$ cat src/hdl/nsd_pkg.sv
// Shared constants, codes and control/status types for the note start delay block.
`default_nettype none
package nsd_pkg;

  localparam int BLOCK_SAMPLES      = 16;
  localparam int BEAT_FRACTION_BITS = 16;
  localparam int SEEK_TOLERANCE     = 66;
  localparam int SEC_FRAC_BITS      = 16;

  localparam int SR_W     = 18;                 // sample rate
  localparam int DELAY_W  = 24;                 // seconds, Q8.16
  localparam int BEAT_W   = 32;                 // song position
  localparam int BAR_W    = 24;                 // bar length / sync offset
  localparam int TRIG_W   = 34;                 // trigger beat
  localparam int AGE_W    = 32;                 // sample age
  localparam int DSUM_W   = DELAY_W + 1;
  localparam int PROD_W   = DSUM_W + SR_W;
  localparam int THR_W    = PROD_W + 1 - SEC_FRAC_BITS;
  localparam int CFG_W    = 24;
  localparam int CFG_IDX_W = 2;
  localparam int IN_DATA_W  = 80;
  localparam int OUT_DATA_W = 8;
  localparam int DIV_STEPS  = BEAT_W;
  localparam int DIV_CNT_W  = $clog2(DIV_STEPS);

  // in_tuser codes
  localparam logic CMD_ARM  = 1'b0;
  localparam logic CMD_TICK = 1'b1;

  typedef enum logic [CFG_IDX_W-1:0] {
    CFG_SAMPLE_RATE = 2'd0,
    CFG_LAYER_DELAY = 2'd1,
    CFG_TRIG_OFFSET = 2'd2
  } cfg_idx_t;

  typedef enum logic [3:0] {
    ST_IDLE,
    ST_ARM_MUL,
    ST_ARM_SET,
    ST_CHECK,
    ST_DIV,
    ST_TRIG,
    ST_EVAL,
    ST_AGE,
    ST_DONE
  } nsd_state_t;

  // Commands from the controller to the datapath
  typedef struct packed {
    logic load_in;
    logic arm_mul;
    logic arm_set;
    logic div_start;
    logic trig_set;
    logic set_wait;
    logic sync_clear;
    logic age_update;
    logic out_load;
  } nsd_cmd_t;

  // Status from the datapath to the controller
  typedef struct packed {
    logic armed;
    logic sync_active;
    logic need_recalc;
    logic before_trig;
    logic div_done;
  } nsd_sts_t;

endpackage
`default_nettype wire

$ cat src/hdl/nsd_div.sv
// Bit-serial remainder unit: song position modulo bar length, one bit per cycle.
`default_nettype none
module nsd_div (
  input  wire                          clk,
  input  wire                          rst_n,
  input  wire                          start,
  input  wire [nsd_pkg::BEAT_W-1:0]    dividend,
  input  wire [nsd_pkg::BAR_W-1:0]     divisor,
  output logic [nsd_pkg::BAR_W-1:0]    remainder,
  output logic                         done
);

  logic                          busy_r, busy_nxt;
  logic                          done_r, done_nxt;
  logic [nsd_pkg::DIV_CNT_W-1:0] cnt_r, cnt_nxt;
  logic [nsd_pkg::BAR_W-1:0]     rem_r, rem_nxt;
  logic [nsd_pkg::BEAT_W-1:0]    dvd_r, dvd_nxt;
  logic [nsd_pkg::BAR_W:0]       shifted;
  logic                          ge;

  assign shifted = {rem_r, dvd_r[nsd_pkg::BEAT_W-1]};
  assign ge      = shifted >= {1'b0, divisor};

  always_comb begin
    busy_nxt = busy_r;
    done_nxt = 1'b0;
    cnt_nxt  = cnt_r;
    rem_nxt  = rem_r;
    dvd_nxt  = dvd_r;
    if (start) begin
      busy_nxt = 1'b1;
      cnt_nxt  = '0;
      rem_nxt  = '0;
      dvd_nxt  = dividend;
    end else if (busy_r) begin
      // restoring step: shift in the next dividend bit, subtract if it fits
      rem_nxt = ge ? nsd_pkg::BAR_W'(shifted - {1'b0, divisor})
                   : shifted[nsd_pkg::BAR_W-1:0];
      dvd_nxt = {dvd_r[nsd_pkg::BEAT_W-2:0], 1'b0};
      cnt_nxt = cnt_r + 1'b1;
      if (cnt_r == nsd_pkg::DIV_CNT_W'(nsd_pkg::DIV_STEPS - 1)) begin
        busy_nxt = 1'b0;
        done_nxt = 1'b1;
      end
    end
  end

  always_ff @(posedge clk) begin
    if (!rst_n) begin
      busy_r <= 1'b0;
      done_r <= 1'b0;
    end else begin
      busy_r <= busy_nxt;
      done_r <= done_nxt;
    end
    cnt_r <= cnt_nxt;
    rem_r <= rem_nxt;
    dvd_r <= dvd_nxt;
  end

  assign remainder = rem_r;
  assign done      = done_r;

endmodule
`default_nettype wire

$ cat src/hdl/nsd_dp.sv
// Datapath: registers, threshold multiply, trigger math, age counter and result register.
`default_nettype none
module nsd_dp (
  input  wire                              clk,
  input  wire                              rst_n,
  input  wire nsd_pkg::nsd_cmd_t           cmd,
  output nsd_pkg::nsd_sts_t                sts,
  input  wire                              cfg_we,
  input  wire [nsd_pkg::CFG_IDX_W-1:0]     cfg_idx,
  input  wire [nsd_pkg::CFG_W-1:0]         cfg_wdata,
  input  wire [nsd_pkg::IN_DATA_W-1:0]     in_tdata,
  output logic [nsd_pkg::OUT_DATA_W-1:0]   out_tdata
);

  // configuration
  logic [nsd_pkg::SR_W-1:0]    sample_rate_r;
  logic [nsd_pkg::DELAY_W-1:0] layer_delay_r;
  logic [nsd_pkg::BAR_W-1:0]   trig_ofs_r;

  // latched item
  logic [nsd_pkg::BAR_W-1:0]   bar_in_r;
  logic [nsd_pkg::DELAY_W-1:0] extra_r;
  logic [nsd_pkg::BEAT_W-1:0]  cur_r;

  // pending note state
  logic                        armed_r, sync_active_r, recalc_pending_r;
  logic [nsd_pkg::BAR_W-1:0]   bar_length_r;
  logic [nsd_pkg::BEAT_W-1:0]  reference_beat_r;
  logic [nsd_pkg::TRIG_W-1:0]  trigger_beat_r;
  logic [nsd_pkg::AGE_W-1:0]   age_samples_r;
  logic [nsd_pkg::THR_W-1:0]   threshold_r;
  logic [nsd_pkg::PROD_W-1:0]  prod_r;

  // result of the current item
  logic                        res_fire_r, res_wait_r;
  logic                        o_fire_r, o_wait_r;

  logic [nsd_pkg::DSUM_W-1:0]  dsum;
  logic [nsd_pkg::PROD_W-1:0]  prod_c;
  logic [nsd_pkg::PROD_W:0]    thr_sum;
  logic [nsd_pkg::THR_W-1:0]   thr_c;
  logic                        bar_nz;
  logic                        seek_back, past_trig, backward, next_bar;
  logic [nsd_pkg::BAR_W-1:0]   rel;
  logic [nsd_pkg::BEAT_W-1:0]  bar_base;
  logic [nsd_pkg::TRIG_W-1:0]  trig_c;
  logic [nsd_pkg::AGE_W:0]     age_sum;
  logic [nsd_pkg::AGE_W-1:0]   age_c;
  logic                        div_done;

  assign dsum    = {1'b0, layer_delay_r} + {1'b0, extra_r};
  assign prod_c  = dsum * sample_rate_r;
  // round up to whole samples; the product never reaches the age limit
  assign thr_sum = {1'b0, prod_r} + (nsd_pkg::PROD_W + 1)'((1 << nsd_pkg::SEC_FRAC_BITS) - 1);
  assign thr_c   = thr_sum[nsd_pkg::PROD_W:nsd_pkg::SEC_FRAC_BITS];
  assign bar_nz  = bar_in_r != '0;

  assign seek_back = ({1'b0, cur_r} + (nsd_pkg::BEAT_W + 1)'(nsd_pkg::SEEK_TOLERANCE))
                     < {1'b0, reference_beat_r};
  assign past_trig = {3'b000, cur_r}
                     >= ({1'b0, trigger_beat_r}
                         + (nsd_pkg::TRIG_W + 1)'(1 << nsd_pkg::BEAT_FRACTION_BITS));

  nsd_div u_div (
    .clk       (clk),
    .rst_n     (rst_n),
    .start     (cmd.div_start),
    .dividend  (cur_r),
    .divisor   (bar_length_r),
    .remainder (rel),
    .done      (div_done)
  );

  assign backward  = !recalc_pending_r && (cur_r < reference_beat_r);
  assign next_bar  = !backward && (trig_ofs_r <= rel);
  assign bar_base  = cur_r - nsd_pkg::BEAT_W'(rel);
  assign trig_c    = nsd_pkg::TRIG_W'(bar_base)
                   + (next_bar ? nsd_pkg::TRIG_W'(bar_length_r) : '0)
                   + nsd_pkg::TRIG_W'(trig_ofs_r);

  // saturate the age at its top value
  assign age_sum = {1'b0, age_samples_r} + (nsd_pkg::AGE_W + 1)'(nsd_pkg::BLOCK_SAMPLES);
  assign age_c   = age_sum[nsd_pkg::AGE_W] ? '1 : age_sum[nsd_pkg::AGE_W-1:0];

  always_ff @(posedge clk) begin
    if (!rst_n) begin
      sample_rate_r <= nsd_pkg::SR_W'(44100);
      layer_delay_r <= '0;
      trig_ofs_r    <= '0;
    end else if (cfg_we) begin
      unique case (cfg_idx)
        nsd_pkg::CFG_SAMPLE_RATE: sample_rate_r <= cfg_wdata[nsd_pkg::SR_W-1:0];
        nsd_pkg::CFG_LAYER_DELAY: layer_delay_r <= cfg_wdata[nsd_pkg::DELAY_W-1:0];
        nsd_pkg::CFG_TRIG_OFFSET: trig_ofs_r    <= cfg_wdata[nsd_pkg::BAR_W-1:0];
        default: ;
      endcase
    end
  end

  always_ff @(posedge clk) begin
    if (!rst_n) begin
      armed_r          <= 1'b0;
      sync_active_r    <= 1'b0;
      recalc_pending_r <= 1'b0;
    end else begin
      if (cmd.arm_set) begin
        armed_r          <= 1'b1;
        sync_active_r    <= bar_nz;
        recalc_pending_r <= bar_nz;
      end
      if (cmd.trig_set)
        recalc_pending_r <= 1'b0;
      if (cmd.sync_clear)
        sync_active_r <= 1'b0;
      if (cmd.age_update && (age_c >= nsd_pkg::AGE_W'(threshold_r)))
        armed_r <= 1'b0;
    end
  end

  always_ff @(posedge clk) begin
    if (cmd.load_in) begin
      bar_in_r   <= in_tdata[23:0];
      extra_r    <= in_tdata[47:24];
      cur_r      <= in_tdata[79:48];
      res_fire_r <= 1'b0;
      res_wait_r <= 1'b0;
    end
    if (cmd.arm_mul)
      prod_r <= prod_c;
    if (cmd.arm_set) begin
      bar_length_r     <= bar_in_r;
      reference_beat_r <= '0;
      trigger_beat_r   <= '0;
      age_samples_r    <= '0;
      threshold_r      <= thr_c;
      res_wait_r       <= bar_nz;
    end
    if (cmd.trig_set) begin
      reference_beat_r <= cur_r;
      trigger_beat_r   <= trig_c;
    end
    if (cmd.set_wait)
      res_wait_r <= 1'b1;
    if (cmd.age_update) begin
      age_samples_r <= age_c;
      if (age_c >= nsd_pkg::AGE_W'(threshold_r))
        res_fire_r <= 1'b1;
    end
    if (cmd.out_load) begin
      o_fire_r <= res_fire_r;
      o_wait_r <= res_wait_r;
    end
  end

  assign sts.armed       = armed_r;
  assign sts.sync_active = sync_active_r;
  assign sts.need_recalc = recalc_pending_r || seek_back || past_trig;
  assign sts.before_trig = {2'b00, cur_r} < trigger_beat_r;
  assign sts.div_done    = div_done;

  assign out_tdata = {6'b000000, o_wait_r, o_fire_r};

endmodule
`default_nettype wire

$ cat src/hdl/nsd_ctrl.sv
// Controller: sequences arm and tick items and owns the output handshake.
`default_nettype none
module nsd_ctrl (
  input  wire                  clk,
  input  wire                  rst_n,
  input  wire                  in_tvalid,
  output logic                 in_tready,
  input  wire                  in_tuser,
  output logic                 out_tvalid,
  input  wire                  out_tready,
  input  wire nsd_pkg::nsd_sts_t sts,
  output nsd_pkg::nsd_cmd_t    cmd
);

  nsd_pkg::nsd_state_t state_r, state_nxt;
  logic                out_valid_r, out_valid_nxt;
  logic                accept, out_free;

  assign accept   = in_tvalid && (state_r == nsd_pkg::ST_IDLE);
  assign out_free = !out_valid_r || out_tready;

  always_comb begin
    state_nxt = state_r;
    unique case (state_r)
      nsd_pkg::ST_IDLE: begin
        if (accept) begin
          priority if (in_tuser == nsd_pkg::CMD_ARM) state_nxt = nsd_pkg::ST_ARM_MUL;
          else if (!sts.armed)          state_nxt = nsd_pkg::ST_DONE;
          else if (sts.sync_active)     state_nxt = nsd_pkg::ST_CHECK;
          else                          state_nxt = nsd_pkg::ST_AGE;
        end
      end
      nsd_pkg::ST_ARM_MUL: state_nxt = nsd_pkg::ST_ARM_SET;
      nsd_pkg::ST_ARM_SET: state_nxt = nsd_pkg::ST_DONE;
      nsd_pkg::ST_CHECK:
        state_nxt = sts.need_recalc ? nsd_pkg::ST_DIV : nsd_pkg::ST_EVAL;
      nsd_pkg::ST_DIV:
        if (sts.div_done) state_nxt = nsd_pkg::ST_TRIG;
      nsd_pkg::ST_TRIG: state_nxt = nsd_pkg::ST_EVAL;
      nsd_pkg::ST_EVAL:
        state_nxt = sts.before_trig ? nsd_pkg::ST_DONE : nsd_pkg::ST_AGE;
      nsd_pkg::ST_AGE:  state_nxt = nsd_pkg::ST_DONE;
      nsd_pkg::ST_DONE:
        if (out_free) state_nxt = nsd_pkg::ST_IDLE;
      default: state_nxt = nsd_pkg::ST_IDLE;
    endcase
  end

  always_comb begin
    cmd = '0;
    unique case (state_r)
      nsd_pkg::ST_IDLE:    cmd.load_in   = accept;
      nsd_pkg::ST_ARM_MUL: cmd.arm_mul   = 1'b1;
      nsd_pkg::ST_ARM_SET: cmd.arm_set   = 1'b1;
      nsd_pkg::ST_CHECK:   cmd.div_start = sts.need_recalc;
      nsd_pkg::ST_DIV:     ;
      nsd_pkg::ST_TRIG:    cmd.trig_set  = 1'b1;
      nsd_pkg::ST_EVAL: begin
        cmd.set_wait   = sts.before_trig;
        cmd.sync_clear = !sts.before_trig;
      end
      nsd_pkg::ST_AGE:     cmd.age_update = 1'b1;
      nsd_pkg::ST_DONE:    cmd.out_load   = out_free;
      default: ;
    endcase
  end

  // hold the result until taken; a new one may replace it in the same cycle
  always_comb begin
    priority if (cmd.out_load) out_valid_nxt = 1'b1;
    else if (out_tready)       out_valid_nxt = 1'b0;
    else                       out_valid_nxt = out_valid_r;
  end

  always_ff @(posedge clk) begin
    if (!rst_n) begin
      state_r     <= nsd_pkg::ST_IDLE;
      out_valid_r <= 1'b0;
    end else begin
      state_r     <= state_nxt;
      out_valid_r <= out_valid_nxt;
    end
  end

  assign in_tready  = (state_r == nsd_pkg::ST_IDLE);
  assign out_tvalid = out_valid_r;

endmodule
`default_nettype wire

$ cat src/hdl/note_start_delay_beat_sync_top.sv
// Top level of the note start delay block with beat sync.
//
//  channel  direction  tuser        tdata (lowest bit first)
//  in_      slave      cmd (0 arm)  sync_bar_beats[23:0], extra_delay[47:24],
//                                   current_beat[79:48]
//  out_     master     -            fire[0], waiting_for_beat[1], zero[7:2]
//  cfg_     write      -            idx 0 sample_rate, 1 layer_delay, 2 trigger offset
//
// An arm item steps through accept, threshold multiply, state load and result.
// A tick that recomputes the trigger waits on the 32-step bit-serial remainder
// unit; other ticks do without it.
// One item is in work at a time; the next is taken while the result still waits.
// A stalled output holds the block in its result state. Reset is synchronous,
// active low, and needs no clearing pass.
`default_nettype none
module note_start_delay_beat_sync_top (
  input  wire                              clk,
  input  wire                              rst_n,
  input  wire                              in_tvalid,
  output logic                             in_tready,
  input  wire [nsd_pkg::IN_DATA_W-1:0]     in_tdata,   // sync_bar_beats, extra_delay, current_beat
  input  wire                              in_tuser,   // cmd
  output logic                             out_tvalid,
  input  wire                              out_tready,
  output logic [nsd_pkg::OUT_DATA_W-1:0]   out_tdata,  // fire, waiting_for_beat, zero fill
  input  wire                              cfg_we,
  input  wire [nsd_pkg::CFG_IDX_W-1:0]     cfg_idx,
  input  wire [nsd_pkg::CFG_W-1:0]         cfg_wdata
);

  nsd_pkg::nsd_cmd_t cmd;
  nsd_pkg::nsd_sts_t sts;

  nsd_ctrl u_ctrl (
    .clk        (clk),
    .rst_n      (rst_n),
    .in_tvalid  (in_tvalid),
    .in_tready  (in_tready),
    .in_tuser   (in_tuser),
    .out_tvalid (out_tvalid),
    .out_tready (out_tready),
    .sts        (sts),
    .cmd        (cmd)
  );

  nsd_dp u_dp (
    .clk       (clk),
    .rst_n     (rst_n),
    .cmd       (cmd),
    .sts       (sts),
    .cfg_we    (cfg_we),
    .cfg_idx   (cfg_idx),
    .cfg_wdata (cfg_wdata),
    .in_tdata  (in_tdata),
    .out_tdata (out_tdata)
  );

endmodule
`default_nettype wire

$ cat config.mk
export PLATFORM = sky130hd
export DESIGN_NAME = note_start_delay_beat_sync_top
export DESIGN_NICKNAME = d
export VERILOG_FILES = /design/src/hdl/nsd_pkg.sv /design/src/hdl/nsd_div.sv /design/src/hdl/nsd_dp.sv /design/src/hdl/nsd_ctrl.sv /design/src/hdl/note_start_delay_beat_sync_top.sv
export SDC_FILE = /design/constraint.sdc
export NUM_CORES = 2
export LEC_CHECK = 0
export BUFFER_PORTS_ARGS = -buffer_cell sky130_fd_sc_hd__clkbuf_2
export CORE_AREA = 2 2 196 343
export CTS_BUF_LIST = sky130_fd_sc_hd__clkbuf_8
export CTS_CLUSTER_SIZE = 25
export DETAILED_ROUTE_END_ITERATION = 8
export DIE_AREA = 0 0 198 345
export PLACE_DENSITY = 0.76
export SLEW_MARGIN = 20
export SYNTH_ARGS = -nofsm -noshare
export SYNTH_HDL_FRONTEND = slang
export SYNTH_SLANG_ARGS = --single-unit
$ cat constraint.sdc
create_clock -name clk -period 13.6 [get_ports clk]
set_input_delay 2.72 -clock clk [delete_from_list [all_inputs] [get_ports clk]]
set_output_delay 2.72 -clock clk [all_outputs]
set_load 0.03 [all_outputs]
# Yosys cells after proc, flatten, opt, wreduce, memory -nomap -nowiden
# Cells that the tools add are included.
[word_totals]
elab_cells = 126
reg_bits = 414
out_inout_bits = 10
[op_classes]
n_mul = 1
n_lt_le_gt_ge = 7
n_reduce_logical = 28
eq_ne = 14
n_bitwise = 2
mux = 38
n_addsub = 10
[op_table]
columns = ["op", "n"]
rows = [
  ["$mux 32", 6],
  ["$mux 34", 2],
  ["$mux 24", 2],
  ["$add 43x16->44 const B", 1],
  ["$mul 25x18->43", 1],
  ["$add 34x17->35 const B", 1],
  ["$ge 32x35->1", 1],
  ["$add 32x34->34", 1],
  ["$add 34x24->34", 1],
  ["$lt 32x34->1", 1],
  ["$add 32x5->33 const B", 1],
  ["$add 32x7->33 const B", 1],
  ["$lt 33x32->1", 1],
  ["$ge 32x28->1", 1],
  ["$lt 32x32->1", 1],
  ["$pmux 4 s8", 1],
  ["$sub 32x24->32", 1],
  ["$add 24x24->25", 1],
  ["$ge 25x24->1", 1],
  ["$le 24x24->1", 1],
  ["$mux 4", 6],
  ["$reduce_bool 24->1", 1],
  ["$sub 24x24->24", 1],
  ["$mux 1", 18],
  ["22 further kinds", 47],
]

# Longest topological paths before layout
[logic_depth]
depth_word = 8
ltp_mapped = 39
mapped_depth_nobuf = 37

# Hierarchy
# Synthesis repeated with hierarchy kept, for this count alone.
[unflattened]
hier_cells = 4361
area_unflattened_um2 = 41397.2
[modules_own_cells]
columns = ["mod", "n_inst", "seq_area_each_um2", "cells_each", "area_each_um2"]
rows = [
  ["nsd_dp", 1, 9679.3, 3863, 36711.5],
  ["nsd_div", 1, 1581.5, 440, 4250.3],
  ["nsd_ctrl", 1, 100.1, 58, 435.4],
]

# Least setup slack after synthesis
# OpenSTA, ideal clock, no wires.
[synth_path]
path_kind = "reg2reg"
start = "register u_dp.extra_r[0] in the netlist's numbering"
end = "register u_dp.prod_r[41] in the netlist's numbering (data pin)"
slack_ns = 4.883
setup_ns = 0.262
path_stages_with_launch = 37
n_path_buf = 2
arrival_time_ns = 8.455
required_ns = 13.338
path_cell_list = "edfxtp_1 > ha_1 > inv_1 > fa_1 > nor2b_1 > o21ai_1 > a21boi_1 > o21ai_0 > a21boi_1 > o21ai_1 > a21oi_1 > o21ai_1 > o311ai_1 > buf_2 > nand2_1 > fa_1 > inv_1 > fa_1 > fa_1 > fa_1 > fa_1 > inv_1 > fa_1 > inv_1 > ha_1 > buf_2 > a21o_1 > a21o_1 > a221o_1 > a21o_1 > a21o_1 > a21oi_1 > nor2b_1 > or3_1 > a211oi_2 > a21oi_1 > xor2_1"
[synth_between]
elab_chain_cells = 2
[synth_rtl]
columns = ["item", "line_no", "text"]
rows = [
  ["start, declared", "nsd_dp.sv:22", "logic [nsd_pkg::DELAY_W-1:0] extra_r;"],
  ["start signal, assigned", "nsd_dp.sv:123", "extra_r <= in_tdata[47:24];"],
  ["$add 24x24->25", "nsd_dp.sv:51", "assign dsum = {1'b0, layer_delay_r} + {1'b0, extra_r};"],
  ["$mul 25x18->43", "nsd_dp.sv:52", "assign prod_c = dsum * sample_rate_r;"],
  ["net u_dp.prod_c (one bit)", "nsd_dp.sv:39", "logic [nsd_pkg::PROD_W-1:0] prod_c;"],
  ["end signal, assigned", "nsd_dp.sv:129", "prod_r <= prod_c;"],
  ["end, declared", "nsd_dp.sv:32", "logic [nsd_pkg::PROD_W-1:0] prod_r;"],
]
# The timed path passes the listed nets, and every way through them passes these cells.
# A chain may end at the register's enable or synchronous reset.

# Final worst setup path
# Same ends and word-level chain as after synthesis.

==> out/metrics.cfg <==
[outcome]
run_status=finished, final reports clean

[pwr]
power.leakage_uw=0.0204
powerDensity_mw_per_mm2=232
max-vdd-ir-drop_mv=0.552

[logic_synthesis]
synth_top_area_share_pct=22.5
ys_ff_latch=413
synthTopCellsByArea=edfxtp_1 22%, fa_1 19%, ha_1 12%
synth_top_area_cell=edfxtp_1
avgSynthCellArea_um2=9.45
seq_area_frac_synth_pct=27.7
mappedNetlistArea_mm2=0.0409
synth_most_common_cell=inv_1
yosysWarningCount=0
synth_edf_count=306
synth_top_cells_by_count=683 x inv_1, 552 x nand2_1, 396 x fa_1
netlist_instances=4332
synthArstFlopShare_pct=0
yosys.cell_types.count=102
synth-main-ff-cell=edfxtp_1

[finish]
syn_to_final_growth_pct=7.21
design_area_mm2=0.0439
drive_above_1_share_pct=8.44
nets=5288
final-seq-area_mm2=0.0113
multiInputGateArea_mm2=0.0264
final.fill_count=5295
utilization_pct=66.6

[critical_path]
worstPathArrival_ns=10.02
crit_path_max_incr_delay_ns=0.55
endpoint_kind=flip-flop
cp-start-kind=flip-flop
cp-startpoint=u_dp.extra_r[0]
cpMaxStageDelayCell=a31oi_4
worst_ep_required_time_ns=14.06
reg2reg_from=u_dp.extra_r[0]
worstSetupPathType=reg -> reg
path_max_fanout=19
critPathMostFrequentCell=fa_1

[drt]
dr.max_layer_used=met4
routed_wl_mm=109
firstDrtPassIters=6
avgViaCountPerCell=5.87
drcViolationCount=0
avgRoutedWirePerCell_um=20.3
wl_met1_mm=33.2
drt-initial-drc-count=1619
vias=31386
met2WireLength_mm=57.4
wl_met3_mm=5.25
postRouteAntennaNets=0

[floorplanning]
die_area_mm2=0.0683
rows=125
pin_count=122
die_h_um=345
start_util_pct=62.2
dieWidth_um=198
core_mm2=0.0658

[sta]
tns_ns=0
setup_viol=0
rsz0062_at_grt=no
clock_skew_ns=0.0419
finalHoldViolations=0
timing.fmax_ghz=0.105
tightest_slew_ns=1.07
final_max_slew_viol_count=0
timing.final.ws_setup_ns=4.03
period_needed_ns=9.57
period_share_pct=70.4
slew-limit-headroom_pct=28.6

[global_route]
grt_pass1_vias=33184
grt_pass1_wl_mm=171
overflow=0
antenna_found_initial=1
grt_max_degree=76
grt_usage_pct=32.6

[clock_network]
cts_resized=0
insertion_delay_ns=0.72
cts.clk_slew.worst_paths_ns=0.07
ctsHoldBuffers=0
clock_sinks=413
cts_setup_buffers=0
cts_made_buffers=61
cts_root_buffer=clkbuf_8
h-tree-depth=2
clockBufferDepth=3
cts_tree=done

[placed_design]
dpl_cell_area_mm2=0.0424
port_buffers=115
pre_cts_ws_ns=4.12
dp_hpwl_mm=84.6
gp_congestion=0.962

[min_path]
min_path_type=reg -> reg
holdCritStartpoint=u_dp.res_wait_r

[job]
drv_cap=0

-- metal layers --
layer  track usage (%)  vias up
met5                 0        -
met3              4.85      552
met2              60.0     1102
met4              31.9        0
met1              29.4    15316
li1                  -    14416
-- per-stage QoR --
stage | hold WS (ns) | total power, uW | cells
5_1_grt | 0.453 | 11100 | 5343
3_5_place_dp | 0.423 | 8940 | 5225
6_report | 0.442 | 10200 | 5343
4_1_cts | 0.439 | 10200 | 5341
3_3_place_gp | 0.426 | 8790 | 5225
2_1_floorplan | 0.408 | 7080 | 4337
-- worst paths after layout --
path / to / slack [ns] / cells after the start
setup / recovery: u_dp.prod_r[41] / 4.03 / 36
hold / removal: u_dp.o_wait_r / 0.44 / 0
hold reg to reg: u_dp.o_wait_r / 0.44 / 0
setup reg to reg: u_dp.prod_r[41] / 4.03 / 36
-- final cells by class --
| type | instances | area share [%] |
|---|---|---|
| antenna | 1 | 0.00570 |
| clock buffer | 71 | 2.23 |
| clock inverter | 45 | 1.12 |
| inverter | 683 | 5.85 |
| multi-input combinational | 3072 | 60.2 |
| sequential | 413 | 25.8 |
| tap | 889 | 2.54 |
| timing repair buffer | 169 | 2.24 |
-- power breakdown --
part | total [uW] | switching, uW | leakage (uW) | internal [uW]
Clock | 1210 | 534 | 0.000797 | 676
Sequential | 1890 | 116 | 0.00366 | 1770
Combinational | 7100 | 4180 | 0.0160 | 2920
Total | 10200 | 4830 | 0.0204 | 5370
-- worst max-delay path: cells and delay by family (launching register included) --
family / cells / cell delay [ns]
simple gates: 4 / 0.72
buf+inv: 5 / 0.45
compound gates: 16 / 3.43
xor+xnor: 2 / 0.32
fa+ha+maj: 9 / 4.04
flops: 1 / 0.34
-- cell usage in the layout, fill, tap and decap left out, types with 103 or more instances in the layout --
cell type / Yosys / layout
a21o_1: 108 / 108
xnor2_1: 137 / 136
edfxtp_1: 306 / 306
inv_1: 683 / 690
clkbuf_2: 0 / 115
dfxtp_1: 107 / 103
nand2_1: 552 / 551
fa_1: 396 / 396
ha_1: 380 / 380
nand3_1: 114 / 114
nor2_1: 179 / 176
a21oi_1: 188 / 188
and2_1: 219 / 219
-- cell families after synthesis --
group           after synthesis  synth area share, %
flops                       413                 27.7
other cells                   1              0.00916
compound gates              655                 10.9
mux                          37                 1.26
simple gates               1387                 16.5
xor+xnor                    211                 4.57
fa+ha+maj                   776                 31.0
buf+inv                     852                 8.03
-- sequential cells by signal (all words and copies together) (netlist names), 4 cells and up --
| name | count |
|---|---|
| u_dp.bar_in_r | 24 |
| u_dp.u_div.remainder | 24 |
| u_dp.u_div.cnt_r | 5 |
| u_dp.extra_r | 24 |
| u_dp.cur_r | 32 |
| u_dp.age_samples_r | 32 |
| u_dp.u_div.dvd_r | 32 |
| u_dp.bar_length_r | 24 |
| u_dp.trigger_beat_r | 33 |
| u_dp.trig_ofs_r | 24 |
| u_dp.sample_rate_r | 18 |
| u_dp.prod_r | 43 |
| u_ctrl.state_r | 4 |
| u_dp.layer_delay_r | 24 |
| u_dp.reference_beat_r | 32 |
| u_dp.threshold_r | 28 |
Power figures use the tool's default switching activity.
